[src/rtl/core/ckc_pkg.sv]
// Types, codes and helpers for the composite key compare unit.
package ckc_pkg;

   // field kind codes, two bits per field in the kinds register
   typedef enum logic [1:0] {
      KIND_INT = 2'd0,
      KIND_STR = 2'd1,
      KIND_VEC = 2'd2,
      KIND_BAD = 2'd3
   } kind_type;

   // register indexes on the csr port
   typedef enum logic [1:0] {
      CSR_FIELD_COUNT    = 2'd0,
      CSR_FIELD_KINDS    = 2'd1,
      CSR_FIELD_WIDTHS   = 2'd2,
      CSR_VECTOR_LENGTHS = 2'd3
   } csr_index_type;

   // outcome of the field walk
   typedef enum logic [1:0] {
      WALK_GO  = 2'd0,
      WALK_END = 2'd1,
      WALK_BAD = 2'd2
   } walk_type;

   // one field as described by the registers
   typedef struct packed {
      kind_type   kind;
      logic [7:0] width;
      logic [7:0] count;
   } field_desc_type;

   localparam int CSR_ADDR_W = 2;
   localparam int CSR_DATA_W = 32;

   // fields that have bits in the layout registers
   localparam int HW_FIELDS = 4;

   // order codes, two-bit signed
   localparam logic [1:0] ORDER_EQUAL   = 2'b00;
   localparam logic [1:0] ORDER_GREATER = 2'b01;
   localparam logic [1:0] ORDER_LESS    = 2'b11;

   localparam logic STATUS_OK  = 1'b0;
   localparam logic STATUS_BAD = 1'b1;

   // register defaults: one 4-byte integer field
   localparam logic [2:0]  CFG_COUNT_RESET   = 3'd1;
   localparam logic [7:0]  CFG_KINDS_RESET   = 8'h00;
   localparam logic [31:0] CFG_WIDTHS_RESET  = 32'h0404_0404;
   localparam logic [31:0] CFG_LENGTHS_RESET = 32'h0000_0000;

   localparam logic [7:0] FOLD_LO     = 8'h41;
   localparam logic [7:0] FOLD_HI     = 8'h5A;
   localparam logic [7:0] FOLD_OFFSET = 8'h20;

   // A-Z to lower case, everything else untouched
   function automatic logic [7:0] fold_byte(input logic [7:0] c);
      return (c >= FOLD_LO && c <= FOLD_HI) ? c + FOLD_OFFSET : c;
   endfunction

endpackage

[src/rtl/core/composite_key_compare_unit.sv]
// Top level of the composite key compare unit: byte-pair walk over a multi-field key.
//
//   channel | dir | ports                       | word
//   --------+-----+-----------------------------+----------------------------------
//   req     | in  | req_tvalid/tready/tdata     | byte_a [7:0], byte_b [15:8]
//   rsp     | out | rsp_tvalid/tready/tdata/tuser | order [1:0] in tdata, status in tuser
//   csr     | in  | csr_we/csr_addr/csr_wdata   | register write, no read-back
//
// One word per cycle sustained while rsp is not stalled. A word is held in the input register,
// then the field walk, byte fold/compare and position update run combinationally into
// the walk state and the result register.
// Synchronous reset clears the walk, empties both registers and loads the default
// layout (one 4-byte integer field).
// A stalled rsp holds its word; req_tready drops only when the input register is
// full and its word cannot move on.
module composite_key_compare_unit
   import ckc_pkg::*;
#(
   parameter int MAX_FIELDS      = 4,
   parameter int MAX_FIELD_BYTES = 255
) (
   input  logic                  clock,
   input  logic                  reset,
   // csr write port
   input  logic                  csr_we,
   input  logic [CSR_ADDR_W-1:0] csr_addr,
   input  logic [CSR_DATA_W-1:0] csr_wdata,
   // byte pair in
   input  logic                  req_tvalid,
   output logic                  req_tready,
   input  logic [15:0]           req_tdata,   // byte_a [7:0], byte_b [15:8]
   // compare result out
   output logic                  rsp_tvalid,
   input  logic                  rsp_tready,
   output logic [7:0]            rsp_tdata,   // order [1:0], zero [7:2]
   output logic                  rsp_tuser    // status [0]
);

   // field_pos also has to hold "past the last field"
   localparam int POS_W  = $clog2(MAX_FIELDS + 1);
   localparam int BPOS_W = $clog2(MAX_FIELD_BYTES + 1);
   localparam logic [3:0] MAX_FIELDS_4 = 4'(MAX_FIELDS);
   localparam logic [7:0] STR_CAP      = 8'(MAX_FIELD_BYTES);

   typedef struct packed {
      walk_type         how;
      logic [POS_W-1:0] pos;
   } walk_res_type;

   // layout registers
   logic [2:0]  cfg_count_ff,   cfg_count_in;
   logic [7:0]  cfg_kinds_ff,   cfg_kinds_in;
   logic [31:0] cfg_widths_ff,  cfg_widths_in;
   logic [31:0] cfg_lengths_ff, cfg_lengths_in;

   // input register
   logic        in_valid_ff, in_valid_in;
   logic [7:0]  in_a_ff, in_a_in;
   logic [7:0]  in_b_ff, in_b_in;

   // walk state
   logic [POS_W-1:0]  field_pos_ff,     field_pos_in;
   logic [7:0]        element_pos_ff,   element_pos_in;
   logic [BPOS_W-1:0] byte_pos_ff,      byte_pos_in;
   logic [23:0]       gather_a_ff,      gather_a_in;  // bytes 0..2; byte 3 compares directly
   logic [23:0]       gather_b_ff,      gather_b_in;
   logic              decided_ff,       decided_in;
   logic [1:0]        decided_order_ff, decided_order_in;
   logic              string_ended_ff,  string_ended_in;

   // result register
   logic        rsp_valid_ff,  rsp_valid_in;
   logic [1:0]  rsp_order_ff,  rsp_order_in;
   logic        rsp_status_ff, rsp_status_in;

   field_desc_type          desc [MAX_FIELDS];
   logic [MAX_FIELDS-1:0]   skip_vec;
   logic [MAX_FIELDS-1:0]   bad_vec;
   logic [3:0]              used_4;
   logic [POS_W-1:0]        used_fields;

   logic                    advance;
   walk_res_type            walk1, walk2;
   logic                    moved1, moved2;
   field_desc_type          cur;
   logic [7:0]              st_elem;
   logic [BPOS_W-1:0]       st_bpos;
   logic [23:0]             st_ga, st_gb;
   logic                    st_str;
   logic [7:0]              fold_a, fold_b;
   logic [BPOS_W:0]         nb;
   logic                    insert;
   logic [31:0]             full_a, full_b;
   logic                    int_lt, int_eq;
   logic [7:0]              str_width;
   logic [8:0]              elem_next;
   logic [7:0]              elem_limit;
   logic                    t_decided;
   logic [1:0]              t_order;
   logic                    t_str;
   logic [7:0]              t_elem;
   logic [BPOS_W-1:0]       t_bpos;
   logic [23:0]             t_ga, t_gb;
   logic                    field_done;
   logic [POS_W-1:0]        pos_t;
   logic                    res_fire;

   // first field at or after start that holds bytes
   function automatic walk_res_type walk_from(
      input logic [POS_W-1:0]      start,
      input logic [MAX_FIELDS-1:0] skip,
      input logic [MAX_FIELDS-1:0] bad,
      input logic [POS_W-1:0]      used
   );
      walk_res_type r;
      r.how = WALK_END;
      r.pos = start;
      for (int j = MAX_FIELDS - 1; j >= 0; j--) begin
         if (POS_W'(j) >= start && POS_W'(j) < used && !skip[j]) begin
            r.pos = POS_W'(j);
            r.how = bad[j] ? WALK_BAD : WALK_GO;
         end
      end
      return r;
   endfunction

   // ---------------------------------------------------------------- layout
   always_comb begin
      cfg_count_in   = cfg_count_ff;
      cfg_kinds_in   = cfg_kinds_ff;
      cfg_widths_in  = cfg_widths_ff;
      cfg_lengths_in = cfg_lengths_ff;
      if (csr_we) begin
         case (csr_index_type'(csr_addr))
            CSR_FIELD_COUNT:    cfg_count_in   = csr_wdata[2:0];
            CSR_FIELD_KINDS:    cfg_kinds_in   = csr_wdata[7:0];
            CSR_FIELD_WIDTHS:   cfg_widths_in  = csr_wdata[31:0];
            CSR_VECTOR_LENGTHS: cfg_lengths_in = csr_wdata[31:0];
            default: ;
         endcase
      end
   end

   // fields past the register layout read kind integer, width zero: invalid
   for (genvar j = 0; j < MAX_FIELDS; j++) begin : g_field
      if (j < HW_FIELDS) begin : g_reg
         assign desc[j].kind  = kind_type'(cfg_kinds_ff[2*j +: 2]);
         assign desc[j].width = cfg_widths_ff[8*j +: 8];
         assign desc[j].count = cfg_lengths_ff[8*j +: 8];
      end else begin : g_none
         assign desc[j].kind  = KIND_INT;
         assign desc[j].width = 8'd0;
         assign desc[j].count = 8'd0;
      end
      // empty string or empty vector holds no bytes
      assign skip_vec[j] = (desc[j].kind == KIND_STR && desc[j].width == 8'd0) ||
                           (desc[j].kind == KIND_VEC && desc[j].count == 8'd0);
      assign bad_vec[j]  = (desc[j].kind == KIND_BAD) ||
                           (desc[j].kind != KIND_STR &&
                            desc[j].width != 8'd2 && desc[j].width != 8'd4);
   end

   assign used_4      = ({1'b0, cfg_count_ff} > MAX_FIELDS_4) ? MAX_FIELDS_4
                                                              : {1'b0, cfg_count_ff};
   assign used_fields = POS_W'(used_4);

   // ---------------------------------------------------------------- handshake
   assign advance     = in_valid_ff && (!rsp_valid_ff || rsp_tready);
   assign req_tready  = !in_valid_ff || advance;
   assign in_valid_in = (req_tvalid && req_tready) || (in_valid_ff && !advance);
   assign in_a_in     = (req_tvalid && req_tready) ? req_tdata[7:0]  : in_a_ff;
   assign in_b_in     = (req_tvalid && req_tready) ? req_tdata[15:8] : in_b_ff;

   // ---------------------------------------------------------------- walk and take
   always_comb begin
      // walk at the start of the step
      walk1   = walk_from(field_pos_ff, skip_vec, bad_vec, used_fields);
      moved1  = (walk1.pos != field_pos_ff);
      st_elem = moved1 ? '0 : element_pos_ff;
      st_bpos = moved1 ? '0 : byte_pos_ff;
      st_ga   = moved1 ? '0 : gather_a_ff;
      st_gb   = moved1 ? '0 : gather_b_ff;
      st_str  = moved1 ? 1'b0 : string_ended_ff;

      cur = desc[0];
      for (int j = 0; j < MAX_FIELDS; j++) begin
         if (walk1.pos == POS_W'(j)) cur = desc[j];
      end

      fold_a = fold_byte(in_a_ff);
      fold_b = fold_byte(in_b_ff);
      nb     = {1'b0, st_bpos} + 1'b1;
      insert = (st_bpos < BPOS_W'(4));

      // element so far with this byte dropped into its lane
      full_a = {8'h00, st_ga};
      full_b = {8'h00, st_gb};
      for (int b = 0; b < 4; b++) begin
         if (insert && st_bpos[1:0] == 2'(b)) begin
            full_a[8*b +: 8] = in_a_ff;
            full_b[8*b +: 8] = in_b_ff;
         end
      end
      int_lt = (cur.width == 8'd2) ? ($signed(full_a[15:0]) < $signed(full_b[15:0]))
                                   : ($signed(full_a) < $signed(full_b));
      int_eq = (cur.width == 8'd2) ? (full_a[15:0] == full_b[15:0]) : (full_a == full_b);

      str_width  = (cur.width > STR_CAP) ? STR_CAP : cur.width;
      elem_next  = {1'b0, st_elem} + 1'b1;
      elem_limit = (cur.kind == KIND_VEC) ? cur.count : 8'd1;

      t_decided  = decided_ff;
      t_order    = decided_order_ff;
      t_str      = st_str;
      t_elem     = st_elem;
      t_bpos     = BPOS_W'(nb);
      t_ga       = st_ga;
      t_gb       = st_gb;
      field_done = 1'b0;

      case (cur.kind)
         KIND_STR: begin
            if (!decided_ff && !st_str) begin
               if (fold_a != fold_b) begin
                  t_decided = 1'b1;
                  t_order   = (fold_a < fold_b) ? ORDER_LESS : ORDER_GREATER;
               end else if (in_a_ff == 8'h00) begin
                  t_str = 1'b1;   // both strings ended here
               end
            end
            field_done = (9'(nb) >= {1'b0, str_width});
         end
         default: begin
            t_ga = full_a[23:0];
            t_gb = full_b[23:0];
            if (9'(nb) >= {1'b0, cur.width}) begin
               if (!decided_ff && !int_eq) begin
                  t_decided = 1'b1;
                  t_order   = int_lt ? ORDER_LESS : ORDER_GREATER;
               end
               t_bpos     = '0;
               t_ga       = '0;
               t_gb       = '0;
               t_elem     = elem_next[7:0];
               field_done = (elem_next >= {1'b0, elem_limit});
            end
         end
      endcase

      pos_t = field_done ? walk1.pos + 1'b1 : walk1.pos;
      if (field_done) begin
         t_elem = '0;
         t_bpos = '0;
         t_ga   = '0;
         t_gb   = '0;
         t_str  = 1'b0;
      end

      // walk after the byte is consumed
      walk2  = walk_from(pos_t, skip_vec, bad_vec, used_fields);
      moved2 = (walk2.pos != pos_t);

      field_pos_in     = field_pos_ff;
      element_pos_in   = element_pos_ff;
      byte_pos_in      = byte_pos_ff;
      gather_a_in      = gather_a_ff;
      gather_b_in      = gather_b_ff;
      decided_in       = decided_ff;
      decided_order_in = decided_order_ff;
      string_ended_in  = string_ended_ff;
      res_fire         = 1'b0;
      rsp_order_in     = rsp_order_ff;
      rsp_status_in    = rsp_status_ff;

      if (advance) begin
         if (walk1.how != WALK_GO || walk2.how != WALK_GO) begin
            // key done: report and start the next pair
            res_fire = 1'b1;
            if (walk1.how != WALK_GO) begin
               rsp_order_in  = decided_ff ? decided_order_ff : ORDER_EQUAL;
               rsp_status_in = (walk1.how == WALK_BAD && !decided_ff) ? STATUS_BAD
                                                                      : STATUS_OK;
            end else begin
               rsp_order_in  = t_decided ? t_order : ORDER_EQUAL;
               rsp_status_in = (walk2.how == WALK_BAD && !t_decided) ? STATUS_BAD
                                                                     : STATUS_OK;
            end
            field_pos_in     = '0;
            element_pos_in   = '0;
            byte_pos_in      = '0;
            gather_a_in      = '0;
            gather_b_in      = '0;
            decided_in       = 1'b0;
            decided_order_in = ORDER_EQUAL;
            string_ended_in  = 1'b0;
         end else begin
            field_pos_in     = walk2.pos;
            element_pos_in   = moved2 ? '0 : t_elem;
            byte_pos_in      = moved2 ? '0 : t_bpos;
            gather_a_in      = moved2 ? '0 : t_ga;
            gather_b_in      = moved2 ? '0 : t_gb;
            string_ended_in  = moved2 ? 1'b0 : t_str;
            decided_in       = t_decided;
            decided_order_in = t_order;
         end
      end
   end

   assign rsp_valid_in = res_fire || (rsp_valid_ff && !rsp_tready);

   // ---------------------------------------------------------------- registers
   always_ff @(posedge clock) begin
      if (reset) begin
         cfg_count_ff     <= CFG_COUNT_RESET;
         cfg_kinds_ff     <= CFG_KINDS_RESET;
         cfg_widths_ff    <= CFG_WIDTHS_RESET;
         cfg_lengths_ff   <= CFG_LENGTHS_RESET;
         in_valid_ff      <= 1'b0;
         field_pos_ff     <= '0;
         element_pos_ff   <= '0;
         byte_pos_ff      <= '0;
         gather_a_ff      <= '0;
         gather_b_ff      <= '0;
         decided_ff       <= 1'b0;
         decided_order_ff <= ORDER_EQUAL;
         string_ended_ff  <= 1'b0;
         rsp_valid_ff     <= 1'b0;
      end else begin
         cfg_count_ff     <= cfg_count_in;
         cfg_kinds_ff     <= cfg_kinds_in;
         cfg_widths_ff    <= cfg_widths_in;
         cfg_lengths_ff   <= cfg_lengths_in;
         in_valid_ff      <= in_valid_in;
         field_pos_ff     <= field_pos_in;
         element_pos_ff   <= element_pos_in;
         byte_pos_ff      <= byte_pos_in;
         gather_a_ff      <= gather_a_in;
         gather_b_ff      <= gather_b_in;
         decided_ff       <= decided_in;
         decided_order_ff <= decided_order_in;
         string_ended_ff  <= string_ended_in;
         rsp_valid_ff     <= rsp_valid_in;
      end
   end

   // payload, no reset
   always_ff @(posedge clock) begin
      in_a_ff       <= in_a_in;
      in_b_ff       <= in_b_in;
      rsp_order_ff  <= rsp_order_in;
      rsp_status_ff <= rsp_status_in;
   end

   assign rsp_tvalid = rsp_valid_ff;
   assign rsp_tdata  = {6'b000000, rsp_order_ff};
   assign rsp_tuser  = rsp_status_ff;

endmodule

[config.mk]
export PLATFORM = sky130hd
export DESIGN_NAME = composite_key_compare_unit
export DESIGN_NICKNAME = d
export VERILOG_FILES = /design/src/rtl/core/ckc_pkg.sv /design/src/rtl/core/composite_key_compare_unit.sv
export SDC_FILE = /design/constraint.sdc
export NUM_CORES = 1
export LEC_CHECK = 0
export ABC_AREA = 0
export ABC_CLOCK_PERIOD_IN_PS = 8200
export BUFFER_PORTS_ARGS = -buffer_cell sky130_fd_sc_hd__buf_2
export CORE_MARGIN = 3
export CORE_UTILIZATION = 35
export CTS_CLUSTER_DIAMETER = 100
export DETAILED_ROUTE_END_ITERATION = 6
export SLEW_MARGIN = 20
export SYNTH_ARGS = -nofsm -noshare
export SYNTH_HDL_FRONTEND = slang
export SYNTH_SLANG_ARGS = --single-unit
[constraint.sdc]
create_clock -name clock -period 8.2 [get_ports clock]
set_input_delay 0.82 -clock clock [delete_from_list [all_inputs] [get_ports clock]]
set_output_delay 0.82 -clock clock [all_outputs]
set_load 0.05 [all_outputs]
==> flow_metrics.env, run 1 <==
export IMPL_synth_compound_area_share_pct=23.5
export IMPL_antenna_found_initial=0
export IMPL_syn_cell_area_mm2=0.00968
export IMPL_seq_area_frac_synth_pct=36.5
export IMPL_grt_max_degree=78
export IMPL_synth_top_family_by_area="simple AND/OR/NAND/NOR gates"
export IMPL_row_count=60
export IMPL_critPathRequiredTime_ns=8.54
export IMPL_reg2reg_depth=24
export IMPL_drtIter0Drc=901
export IMPL_cts_htree_levels=4
export IMPL_viasPerCell=5.56
export IMPL_finalWirelength_um=28300
export IMPL_grt_use_total_pct=19.3
export IMPL_synthAdderAreaFrac_pct=8.14
export IMPL_grt_pass1_wl_um=45500
export IMPL_sw_frac_of_total_pct=29.8
export IMPL_wl_per_cell_um=17.7
export IMPL_hold_viol=0
export IMPL_p_int_w=0.00144
export IMPL_cp_max_fo=24
export IMPL_min_period_over_period_pct=82.5
export IMPL_period_minus_slack_ns=6.77
export IMPL_synth_edf_count=19
export IMPL_clkTransAtPathRegs_ns=0.08
export IMPL_pwr_density_cell_mw_per_mm2=189
export IMPL_pre_cts_slack_ns=1.10
export IMPL_dieArea_mm2=0.0297
export IMPL_finalSetupViolCount=0
export IMPL_ir_drop_uv=135
export IMPL_ctsRootBufferMaster="clkbuf_16"
export IMPL_power_clock_fraction_pct=41.8
export IMPL_synth_warnings=0
export IMPL_power_net_switching_w=0.000610
export IMPL_postCtsSetupRepairBufs=0
export IMPL_drv_slew=0
export IMPL_tritoncts="yes"
export IMPL_crit_path_start_kind="register"
export IMPL_hp_start="gather_b_ff[23]$_SDFFE_PP0P_"
export IMPL_ios=66
export IMPL_overflow=0
export IMPL_cts_buffers=17
export IMPL_p_comb_share_pct=14.8
export IMPL_yosys_area_share_simple_pct=24.6
export IMPL_relSlewSlack_pct=31.7
export IMPL_antenna_cells=0
export IMPL_die_width_um=172
export IMPL_syn_area_per_cell_um2=8.06
export IMPL_initial_utilization_pct=35.7
export IMPL_die_y_um=172
export IMPL_synth_distinct_cells=77
export IMPL_clockBufferDepth=2
export IMPL_post_route_drc_count=0
export IMPL_synth_area_mux_share_pct=1.14
export IMPL_timing_final_ws_setup_ns=1.43
export IMPL_p_leak_nw=4.28
export IMPL_p_seq_share_pct=43.4
export IMPL_drv_max_cap_violation_count=0
export IMPL_hp_class="register to register"
export IMPL_drive_gt1_share_pct=10.7
export IMPL_grt_pass1_vias=8330
export IMPL_rsz0062_at_grt="false"
export IMPL_cp_data_arrival_time_ns=7.11
export IMPL_ys_ff_latch=167
export IMPL_gp_congestion=0.919
export IMPL_synthFlopType="dfxtp_1"
export IMPL_ant_nets=0
export IMPL_finalClockSkew_ns=0.0129
export IMPL_r2r_end="gather_b_ff[22]$_SDFFE_PP0P_"
export IMPL_power_w=0.00205
export IMPL_syn_to_final_growth_pct=12.0
export IMPL_clock_latency_ns=0.43
export IMPL_setup_total_negative_slack_ns=0
export IMPL_synthCells=1201
export IMPL_cts_resized=0
export IMPL_fmax_mhz=148
export IMPL_async_reset_ff_share_pct=0
export IMPL_synth_xor_area_share_pct=1.63
export IMPL_cts_hold_buf=0
export IMPL_status="complete, no violations"
export IMPL_core_mm2=0.0271
export IMPL_drtPass1Iterations=6
export IMPL_r2r_start="cfg_widths_ff[28]$_SDFFE_PP0P_"
export IMPL_critical_path_class="register to register"
export IMPL_tightest_slew_ns=1.02
export IMPL_min_to="gather_b_ff[23]$_SDFFE_PP0P_"
export IMPL_io_buffers=59
export IMPL_r2r_slack_ns=1.43
export IMPL_dp_hpwl_um=20400
export IMPL_cts_sinks=167
export IMPL_end_kind="register"
export IMPL_nNetsFinal=1334
export IMPL_layout_common_cells="235 x nand2_1, 148 x dfxtp_1, 122 x a21oi_1"
export IMPL_layout_commonest_cell="nand2_1"
export IMPL_fill_cells=2770
export IMPL_hold_depth=2
export IMPL_route_vias_total=8900
## stage by stage
stage	area (um^2)	utilization [%]	hold WS, ns	cells
finish	10800	40.0	0.451	1601
detailed placement	10200	37.7	0.434	1569
floorplan	9700	-	0.417	1206
CTS	10800	40.0	0.452	1601
global placement	10200	37.7	0.428	1569
global route	10800	40.0	0.473	1601
## worst max path at each step
stage	from	end	slack (ns)	cells after the start
detailed placement	cfg_widths_ff[28]$_SDFFE_PP0P_	gather_b_ff[19]$_SDFFE_PP0P_	1.10	24
floorplan	cfg_widths_ff[28]$_SDFFE_PP0P_	rsp_order_ff[0]$_DFFE_PP_	2.60	23
global placement	cfg_widths_ff[28]$_SDFFE_PP0P_	gather_b_ff[21]$_SDFFE_PP0P_	1.25	24
global route	field_pos_ff[2]$_SDFFE_PP0P_	gather_b_ff[21]$_SDFFE_PP0P_	0.90	22
CTS	cfg_widths_ff[28]$_SDFFE_PP0P_	gather_b_ff[22]$_SDFFE_PP0P_	1.10	24
finish	cfg_widths_ff[28]$_SDFFE_PP0P_	gather_b_ff[22]$_SDFFE_PP0P_	1.43	24
## worst max-delay path, stage by stage, from the launching register on
cell and delay, ns:
dfxtp_1 0.31, or4_1 0.59, o41ai_2 0.42, nor3_1 0.16
o31a_1 0.34, nand2_1 0.10, inv_1 0.08, ha_1 0.45
nor2b_2 0.66, a221oi_1 0.20, o31ai_1 0.31, buf_4 0.20
o211ai_1 0.10, ha_1 0.29, o21ai_0 0.15, a21oi_1 0.06
o31ai_1 0.18, or3b_4 0.42, a31oi_4 0.18, a211oi_4 0.10
nand4bb_4 0.30, a21oi_4 0.62, buf_4 0.30, nand2_1 0.07
o21ai_0 0.07
## sequential cells by signal, indices dropped and copies added (netlist names)
register          flops
cfg_lengths_ff       32
field_pos_ff          3
rsp_tvalid            1
cfg_count_ff          3
rsp_order_ff          2
gather_b_ff          24
in_a_ff               8
cfg_kinds_ff          8
rsp_tuser             1
string_ended_ff       1
in_valid_ff           1
gather_a_ff          24
element_pos_ff        8
in_b_ff               8
cfg_widths_ff        32
byte_pos_ff           8
decided_order_ff      2
decided_ff            1
## cell type report
cell class	instances	area [um^2]	area share, %
inverters	24	90.1	0.831
well taps	372	465	4.29
multi-input cells	936	5750	53.1
clock inverters	15	196	1.81
flip-flops and latches	167	3530	32.6
clock buffers	17	425	3.92
repair buffers	70	380	3.51
## cells by family after synthesis
| group | after synthesis |
|---|---|
| compound gates | 335 |
| xor+xnor | 18 |
| fa+ha+maj | 63 |
| buf+inv | 103 |
| flops | 167 |
| mux | 11 |
| other cells | 1 |
| simple gates | 503 |
## per-layer routing
layer / up-vias / track usage (%) / wire length, um
li1: 4351 / - / -
met1: 4234 / 28.1 / 13500
met2: 273 / 29.4 / 12500
met3: 42 / 3.45 / 1690
met4: 0 / 5.52 / 648
met5: - / 0 / 0
## synth_stat cells, types with 3 or more instances
library cell	n	share of area, %
o2111ai_1	3	0.27
nand3b_1	10	0.78
nor2_1	84	3.3
inv_1	23	0.89
ha_1	63	8.1
o211ai_1	20	1.6
a21oi_1	122	6.3
nor2b_1	10	0.65
xor2_1	6	0.54
a31o_2	7	0.63
a22o_1	48	4.3
and3_1	27	1.7
a21o_1	9	0.70
or2_2	3	0.19
a211o_1	5	0.45
a22oi_1	26	2.0
a311oi_1	5	0.45
nor2_2	3	0.19
a211oi_1	3	0.23
buf_2	10	0.52
nand2_1	235	9.1
or4_1	3	0.23
nand4_1	16	1.0
dfxtp_1	148	31
nand2b_1	7	0.45
nor4b_1	7	0.63
nor3_1	18	0.93
o21ai_0	42	2.2
edfxtp_1	19	5.9
a31oi_1	5	0.32
a221oi_1	3	0.27
o31ai_1	5	0.39
a41oi_1	4	0.36
clkbuf_1	56	2.2
buf_4	6	0.47
xnor2_1	12	1.1
nand4b_1	3	0.27
and2_1	18	1.2
o21a_1	3	0.23
nor4_1	8	0.52
or3_1	6	0.39
mux2i_1	11	1.1
nand3_1	33	1.7
buf_1	6	0.23
## power by group through the flow
stage | logic [W] | registers, W | clock network, W
3_5_place_dp | 0.000298 | 0.000906 | 0
4_1_cts | 0.000300 | 0.000888 | 0.000869
5_1_grt | 0.000340 | 0.000892 | 0.000902
2_1_floorplan | 0.000218 | 0.000892 | 0
3_3_place_gp | 0.000296 | 0.000907 | 0
6_report | 0.000302 | 0.000889 | 0.000857
(Power assumes the default switching activity.)
==> inputs of run 2 (changes only) <==
--- a/config.mk
+++ b/config.mk
@@ -6,7 +6,7 @@
 export NUM_CORES = 1
 export LEC_CHECK = 0
 export ABC_AREA = 0
-export ABC_CLOCK_PERIOD_IN_PS = 8200
+export ABC_CLOCK_PERIOD_IN_PS = 6350
 export BUFFER_PORTS_ARGS = -buffer_cell sky130_fd_sc_hd__buf_2
 export CORE_MARGIN = 3
 export CORE_UTILIZATION = 35
==> constraint.sdc (replaced) <==
create_clock -name clock -period 6.35 [get_ports clock]
set_input_delay 0.635 -clock clock [delete_from_list [all_inputs] [get_ports clock]]
set_output_delay 0.635 -clock clock [all_outputs]
set_load 0.05 [all_outputs]
==> run 2 against run 1 <==
Effect of this change:
- sequential share of layout area decreased by 0.29 points
- global-route usage rose by 0.34 points
- register-to-register slack got worse by 1.0 ns
- count of clock-buffer cells in the layout is the same
- wire length increased by 2.6%
- clock power is 26% higher
- critical path depth is 2 lower
- largest power group unchanged
- largest cell class unchanged
- sequential cell count stayed put
- clock skew increased by 0.011 ns
- die area did not move
- critical path type unchanged
==> flow_metrics.env, run 2 (synthesis gave the netlist of run 1 again) <==
export IMPL_status="complete, no violations"
export IMPL_route_vias_total=9100
export IMPL_setup_total_negative_slack_ns=0
export IMPL_relSlewSlack_pct=50.0
export IMPL_period_minus_slack_ns=5.93
export IMPL_crit_chain="or4_1, o41a_1, a31oi_1, o21ai_1, nand2_1, inv_1, ha_1, nor2b_1, a22o_1, a22oi_1, o21ai_0, ha_1, nand2b_1, a21o_1, a2111oi_0, o21ai_1, nor2_1, a211oi_2, nand3b_1, a211oi_1, a311oi_1, a21oi_1"
export IMPL_die_y_um=172
export IMPL_drtPass1Iterations=5
export IMPL_top_regs="cfg_lengths_ff (32), cfg_widths_ff (32)"
export IMPL_nNetsFinal=1349
export IMPL_initial_utilization_pct=35.7
export IMPL_tritoncts="yes"
export IMPL_crit_family="compound AO/OA/AOI/OAI gates"
export IMPL_min_period_over_period_pct=93.5
export IMPL_cts_sinks=167
export IMPL_p_seq_share_pct=43.8
export IMPL_grt_pass1_vias=8446
export IMPL_hp_class="input pin to register"
export IMPL_clkTransAtPathRegs_ns=0.07
export IMPL_io_buffers=59
export IMPL_die_width_um=172
export IMPL_overflow=0
export IMPL_grt_use_met2_pct=29.9
export IMPL_ios=66
export IMPL_rsz0062_at_grt="false"
export IMPL_critPathBufInv=1
export IMPL_grt_use_total_pct=19.7
export IMPL_finalClockSkew_ns=0.0238
export IMPL_grt_busiest_layer="met2"
export IMPL_viasPerCell=5.63
export IMPL_power_w=0.00263
export IMPL_end_kind="register"
export IMPL_critical_path_class="register to register"
export IMPL_critPathRequiredTime_ns=6.51
export IMPL_cp_max_fo=5
export IMPL_drv_max_cap_violation_count=0
export IMPL_pwr_density_cell_mw_per_mm2=240
export IMPL_gp_congestion=0.900
export IMPL_syn_to_final_growth_pct=13.1
export IMPL_drive_gt1_share_pct=11.9
export IMPL_wl_per_cell_um=18.0
export IMPL_p_leak_nw=4.34
export IMPL_fill_cells=2759
export IMPL_clockBufferDepth=2
export IMPL_r2r_slack_ns=0.42
export IMPL_clock_latency_ns=0.45
export IMPL_ant_nets=0
export IMPL_fmax_mhz=168
export IMPL_drtIter0Drc=894
export IMPL_cp_depth=22
export IMPL_r2r_start="cfg_widths_ff[28]$_SDFFE_PP0P_"
export IMPL_finalWirelength_um=29000
export IMPL_finalSetupViolCount=0
export IMPL_cts_htree_levels=4
export IMPL_cp_data_arrival_time_ns=6.09
export IMPL_antenna_cells=0
export IMPL_layout_common_cells="235 x nand2_1, 147 x dfxtp_1, 122 x a21oi_1"
export IMPL_r2r_end="rsp_order_ff[1]$_DFFE_PP_"
export IMPL_dp_hpwl_um=20700
export IMPL_p_comb_share_pct=15.2
export IMPL_ctsRootBufferMaster="clkbuf_16"
export IMPL_sw_frac_of_total_pct=31.1
export IMPL_p_int_w=0.00181
export IMPL_hold_ws_ns=0.365
export IMPL_layout_commonest_cell="nand2_1"
export IMPL_min_to="in_a_ff[7]$_DFFE_PP_"
export IMPL_row_count=60
export IMPL_hold_viol=0
export IMPL_met1_usage_pct=28.8
export IMPL_grt_max_degree=64
export IMPL_ir_drop_uv=139
export IMPL_slowest_delay_ns=0.62
export IMPL_reg2reg_depth=22
export IMPL_hp_start="req_tdata[7]"
export IMPL_grt_met3_usage_pct=2.86
export IMPL_grt_pass1_wl_um=46300
export IMPL_post_route_drc_count=0
export IMPL_drv_slew=0
export IMPL_cp_slowest_cell="or4_1"
export IMPL_cts_buffers=17
export IMPL_core_mm2=0.0271
export IMPL_hold_depth=1
export IMPL_power_net_switching_w=0.000816
export IMPL_dieArea_mm2=0.0297
export IMPL_power_clock_fraction_pct=41.1
export IMPL_tightest_slew_ns=0.747
export IMPL_antenna_found_initial=0
export IMPL_crit_path_start_kind="register"
run 2: area by class of cell:
| type | instances | area (um^2) | area share [%] |
|---|---|---|---|
| multi-input combinational | 936 | 5760 | 52.6 |
| clock buffer | 17 | 425 | 3.89 |
| clock inverter | 15 | 175 | 1.60 |
| tap | 372 | 465 | 4.25 |
| timing repair buffer | 85 | 493 | 4.50 |
| inverter | 24 | 90.1 | 0.823 |
| sequential | 167 | 3530 | 32.3 |
run 2: worst max-delay path by stage:
stage	from	endpoint	slack, ns
floorplan	cfg_widths_ff[28]$_SDFFE_PP0P_	rsp_order_ff[0]$_DFFE_PP_	0.75
global placement	cfg_widths_ff[28]$_SDFFE_PP0P_	rsp_order_ff[1]$_DFFE_PP_	0.49
detailed placement	cfg_widths_ff[28]$_SDFFE_PP0P_	rsp_order_ff[1]$_DFFE_PP_	0.28
CTS	cfg_widths_ff[28]$_SDFFE_PP0P_	rsp_order_ff[1]$_DFFE_PP_	0.29
global route	cfg_widths_ff[28]$_SDFFE_PP0P_	rsp_order_ff[1]$_DFFE_PP_	0.04
finish	cfg_widths_ff[28]$_SDFFE_PP0P_	rsp_order_ff[1]$_DFFE_PP_	0.42
run 2: stage by stage:
stage / area (um^2) / setup slack [ns] / utilization, % / std cells
2_1_floorplan: 9700 / 0.749 / - / 1206
3_3_place_gp: 10300 / 0.492 / 38.0 / 1580
3_5_place_dp: 10300 / 0.282 / 38.0 / 1580
4_1_cts: 10900 / 0.288 / 40.2 / 1612
5_1_grt: 10900 / 0.0394 / 40.4 / 1616
6_report: 10900 / 0.415 / 40.4 / 1616
run 2: per-layer routing:
metal / part of all wire, % / vias to the layer above
li1: - / 4398
met1: 48 / 4378
met2: 45 / 281
met3: 5.5 / 43
met4: 1.9 / 0
met5: 0 / -
run 2: timing repair:
action	4_1_cts	5_1_grt
setup buffers	0	4
endpoints found under the setup margin	0	51
gates resized for setup	0	5
endpoints found under the hold margin	0	0
hold buffers	0	0
run 2: power groups by stage:
stage	combinational (W)	clock, W	sequential (W)
after CTS	0.000393	0.00109	0.00115
after global routing	0.000442	0.00113	0.00115
after detailed placement	0.000391	0	0.00117
final	0.000398	0.00108	0.00115
after floorplan	0.000281	0	0.00115
after global placement	0.000386	0	0.00117
run 2: worst register-to-register path, delay by kind of cell, from the launching register on:
kind	cells	cell delay, ns
buffers and inverters	1	0.08
AND/OR/NAND/NOR	6	1.65
AO/OA/AOI/OAI	13	3.10
adder cells (fa/ha/maj)	2	0.54
flip-flops	1	0.32
==> inputs of run 3 (changes only) <==
--- a/config.mk
+++ b/config.mk
@@ -9,9 +9,10 @@
 export ABC_CLOCK_PERIOD_IN_PS = 6350
 export BUFFER_PORTS_ARGS = -buffer_cell sky130_fd_sc_hd__buf_2
 export CORE_MARGIN = 3
-export CORE_UTILIZATION = 35
+export CORE_UTILIZATION = 61
 export CTS_CLUSTER_DIAMETER = 100
 export DETAILED_ROUTE_END_ITERATION = 6
+export PLACE_DENSITY = 0.8
 export SLEW_MARGIN = 20
 export SYNTH_ARGS = -nofsm -noshare
 export SYNTH_HDL_FRONTEND = slang
==> run 3 against run 2 <==
Effect of this change:
- critical path depth increased by 2
- first-iteration DRC count rose by 36%
- combinational power up 3%
- via count is 1.5% higher
- cell area shrank 2.1%
- sequential cell count unchanged
- setup slack improved by 0.026 ns
- clock power about the same
- highest routed layer unchanged
==> flow_metrics.env, run 3 (synthesis gave the netlist of run 1 again) <==
export IMPL_die_width_um=132
export IMPL_clkTransAtPathRegs_ns=0.07
export IMPL_tightest_slew_ns=1.05
export IMPL_grt_use_total_pct=31.4
export IMPL_antenna_cells=0
export IMPL_r2r_end="rsp_tvalid$_SDFF_PP0_"
export IMPL_status="complete, no violations"
export IMPL_top_regs="cfg_lengths_ff (32), cfg_widths_ff (32)"
export IMPL_pre_cts_slack_ns=0.454
export IMPL_min_to="in_a_ff[4]$_DFFE_PP_"
export IMPL_fmax_mhz=169
export IMPL_power_net_switching_w=0.000829
export IMPL_grt_pass1_wl_um=44300
export IMPL_hp_start="req_tdata[4]"
export IMPL_drtPass1Iterations=6
export IMPL_die_y_um=132
export IMPL_cts_hold_buf=0
export IMPL_layout_commonest_cell="nand2_1"
export IMPL_overflow=0
export IMPL_clockBufferDepth=2
export IMPL_reg2reg_depth=24
export IMPL_clock_latency_ns=0.44
export IMPL_dp_hpwl_um=19900
export IMPL_relSlewSlack_pct=29.9
export IMPL_ctsRootBufferMaster="clkbuf_16"
export IMPL_drv_slew=0
export IMPL_p_seq_share_pct=44.0
export IMPL_io_buffers=59
export IMPL_wl_per_cell_um=19.1
export IMPL_p_leak_nw=4.33
export IMPL_sw_frac_of_total_pct=31.8
export IMPL_pwr_density_cell_mw_per_mm2=243
export IMPL_min_period_over_period_pct=93.1
export IMPL_fin_util_pct=69.7
export IMPL_rsz0062_at_grt="false"
export IMPL_finalWirelength_um=27800
export IMPL_end_kind="register"
export IMPL_critical_path_class="register to register"
export IMPL_postCtsSetupRepairBufs=0
export IMPL_antenna_found_initial=0
export IMPL_hp_class="input pin to register"
export IMPL_row_count=45
export IMPL_cts_sinks=167
export IMPL_drv_max_cap_violation_count=0
export IMPL_dieArea_mm2=0.0174
export IMPL_hold_ws_ns=0.364
export IMPL_drtIter0Drc=1213
export IMPL_hold_depth=1
export IMPL_cts_htree_levels=4
export IMPL_initial_utilization_pct=63.0
export IMPL_tritoncts="yes"
export IMPL_critPathRequiredTime_ns=6.66
export IMPL_r2r_start="cfg_widths_ff[28]$_SDFFE_PP0P_"
export IMPL_ant_nets=0
export IMPL_core_mm2=0.0154
export IMPL_crit_path_start_kind="register"
export IMPL_power_w=0.00261
export IMPL_viasPerCell=6.35
export IMPL_route_vias_total=9234
export IMPL_ir_drop_uv=292
export IMPL_ios=66
export IMPL_grt_pass1_vias=8291
export IMPL_grt_max_degree=103
export IMPL_startpoint="cfg_widths_ff[28]$_SDFFE_PP0P_"
export IMPL_cp_data_arrival_time_ns=6.22
export IMPL_p_int_w=0.00178
export IMPL_finalSetupViolCount=0
export IMPL_cp_max_fo=18
export IMPL_r2r_slack_ns=0.44
export IMPL_setup_total_negative_slack_ns=0
export IMPL_p_comb_share_pct=15.7
export IMPL_post_route_drc_count=0
export IMPL_layout_common_cells="235 x nand2_1, 148 x dfxtp_1, 122 x a21oi_1"
export IMPL_cts_buffers=17
export IMPL_timing_final_ws_setup_ns=0.441
export IMPL_drive_gt1_share_pct=11.7
export IMPL_gp_congestion=1.02
export IMPL_hold_viol=0
export IMPL_finalClockSkew_ns=0.0115
export IMPL_power_clock_fraction_pct=40.3
export IMPL_period_minus_slack_ns=5.91
export IMPL_nNetsFinal=1349
export IMPL_syn_to_final_growth_pct=10.7
export IMPL_cts_resized=0
run 3: cell types whose count changed in the layout (fill, tap and decap cells not counted), sizes merged:
| cell | before | now |
|---|---|---|
| bufinv | 1 | 0 |
| clkinv | 5 | 8 |
| inv | 33 | 31 |
run 3: power by group through the flow:
stage | combinational (W) | sequential [W] | clock (W)
2_1_floorplan | 0.000281 | 0.00115 | 0
3_3_place_gp | 0.000388 | 0.00117 | 0
3_5_place_dp | 0.000391 | 0.00117 | 0
4_1_cts | 0.000396 | 0.00115 | 0.00105
5_1_grt | 0.000446 | 0.00115 | 0.00110
6_report | 0.000408 | 0.00115 | 0.00105
run 3: worst max path at each step:
stage                                                end  depth (start not counted)
final                              rsp_tvalid$_SDFF_PP0_                         24
after global routing      element_pos_ff[6]$_SDFFE_PP0P_                         23
after CTS                          rsp_tvalid$_SDFF_PP0_                         21
after detailed placement           rsp_tvalid$_SDFF_PP0_                         21
after global placement             rsp_tvalid$_SDFF_PP0_                         21
after floorplan                rsp_order_ff[0]$_DFFE_PP_                         23
run 3: metal layers:
layer | wire length [um] | vias to the layer above | part of all wire [%] | GRT usage [%]
met5 | 0 | - | 0 | 0
li1 | - | 4385 | - | -
met3 | 3140 | 72 | 11 | 7.02
met2 | 11600 | 518 | 41 | 44.8
met1 | 12400 | 4259 | 45 | 47.2
met4 | 746 | 0 | 2.7 | 9.39
run 3: through the flow:
stage	cells	cell area, um^2
5_1_grt	1455	10700
2_1_floorplan	1206	9700
3_3_place_gp	1423	10100
3_5_place_dp	1423	10100
4_1_cts	1455	10700
6_report	1455	10700
run 3: critical path, stage by stage, from the launching register on:
cell,delay (ns)
dfxtp_1,0.32
or4_1,0.60
o41ai_2,0.34
nor3_1,0.14
o31a_1,0.36
nand2_1,0.10
inv_1,0.07
ha_1,0.26
buf_4,0.23
and3b_1,0.17
a221o_1,0.29
o31ai_1,0.20
buf_4,0.19
o211ai_1,0.10
ha_1,0.32
nand2_1,0.06
nor3_1,0.19
o31ai_1,0.09
or3b_4,0.26
nand2_1,0.09
a211oi_4,0.42
inv_1,0.15
o211a_1,0.27
nand2b_1,0.17
a21oi_1,0.38
run 3: layout make-up:
cell class | count | area, um^2
multi-input cells | 936 | 5740
fillers | 1249 | 4650
flip-flops and latches | 167 | 3530
repair buffers | 85 | 490
clock buffers | 17 | 425
well taps | 211 | 264
clock inverters | 15 | 175
inverters | 24 | 90.1
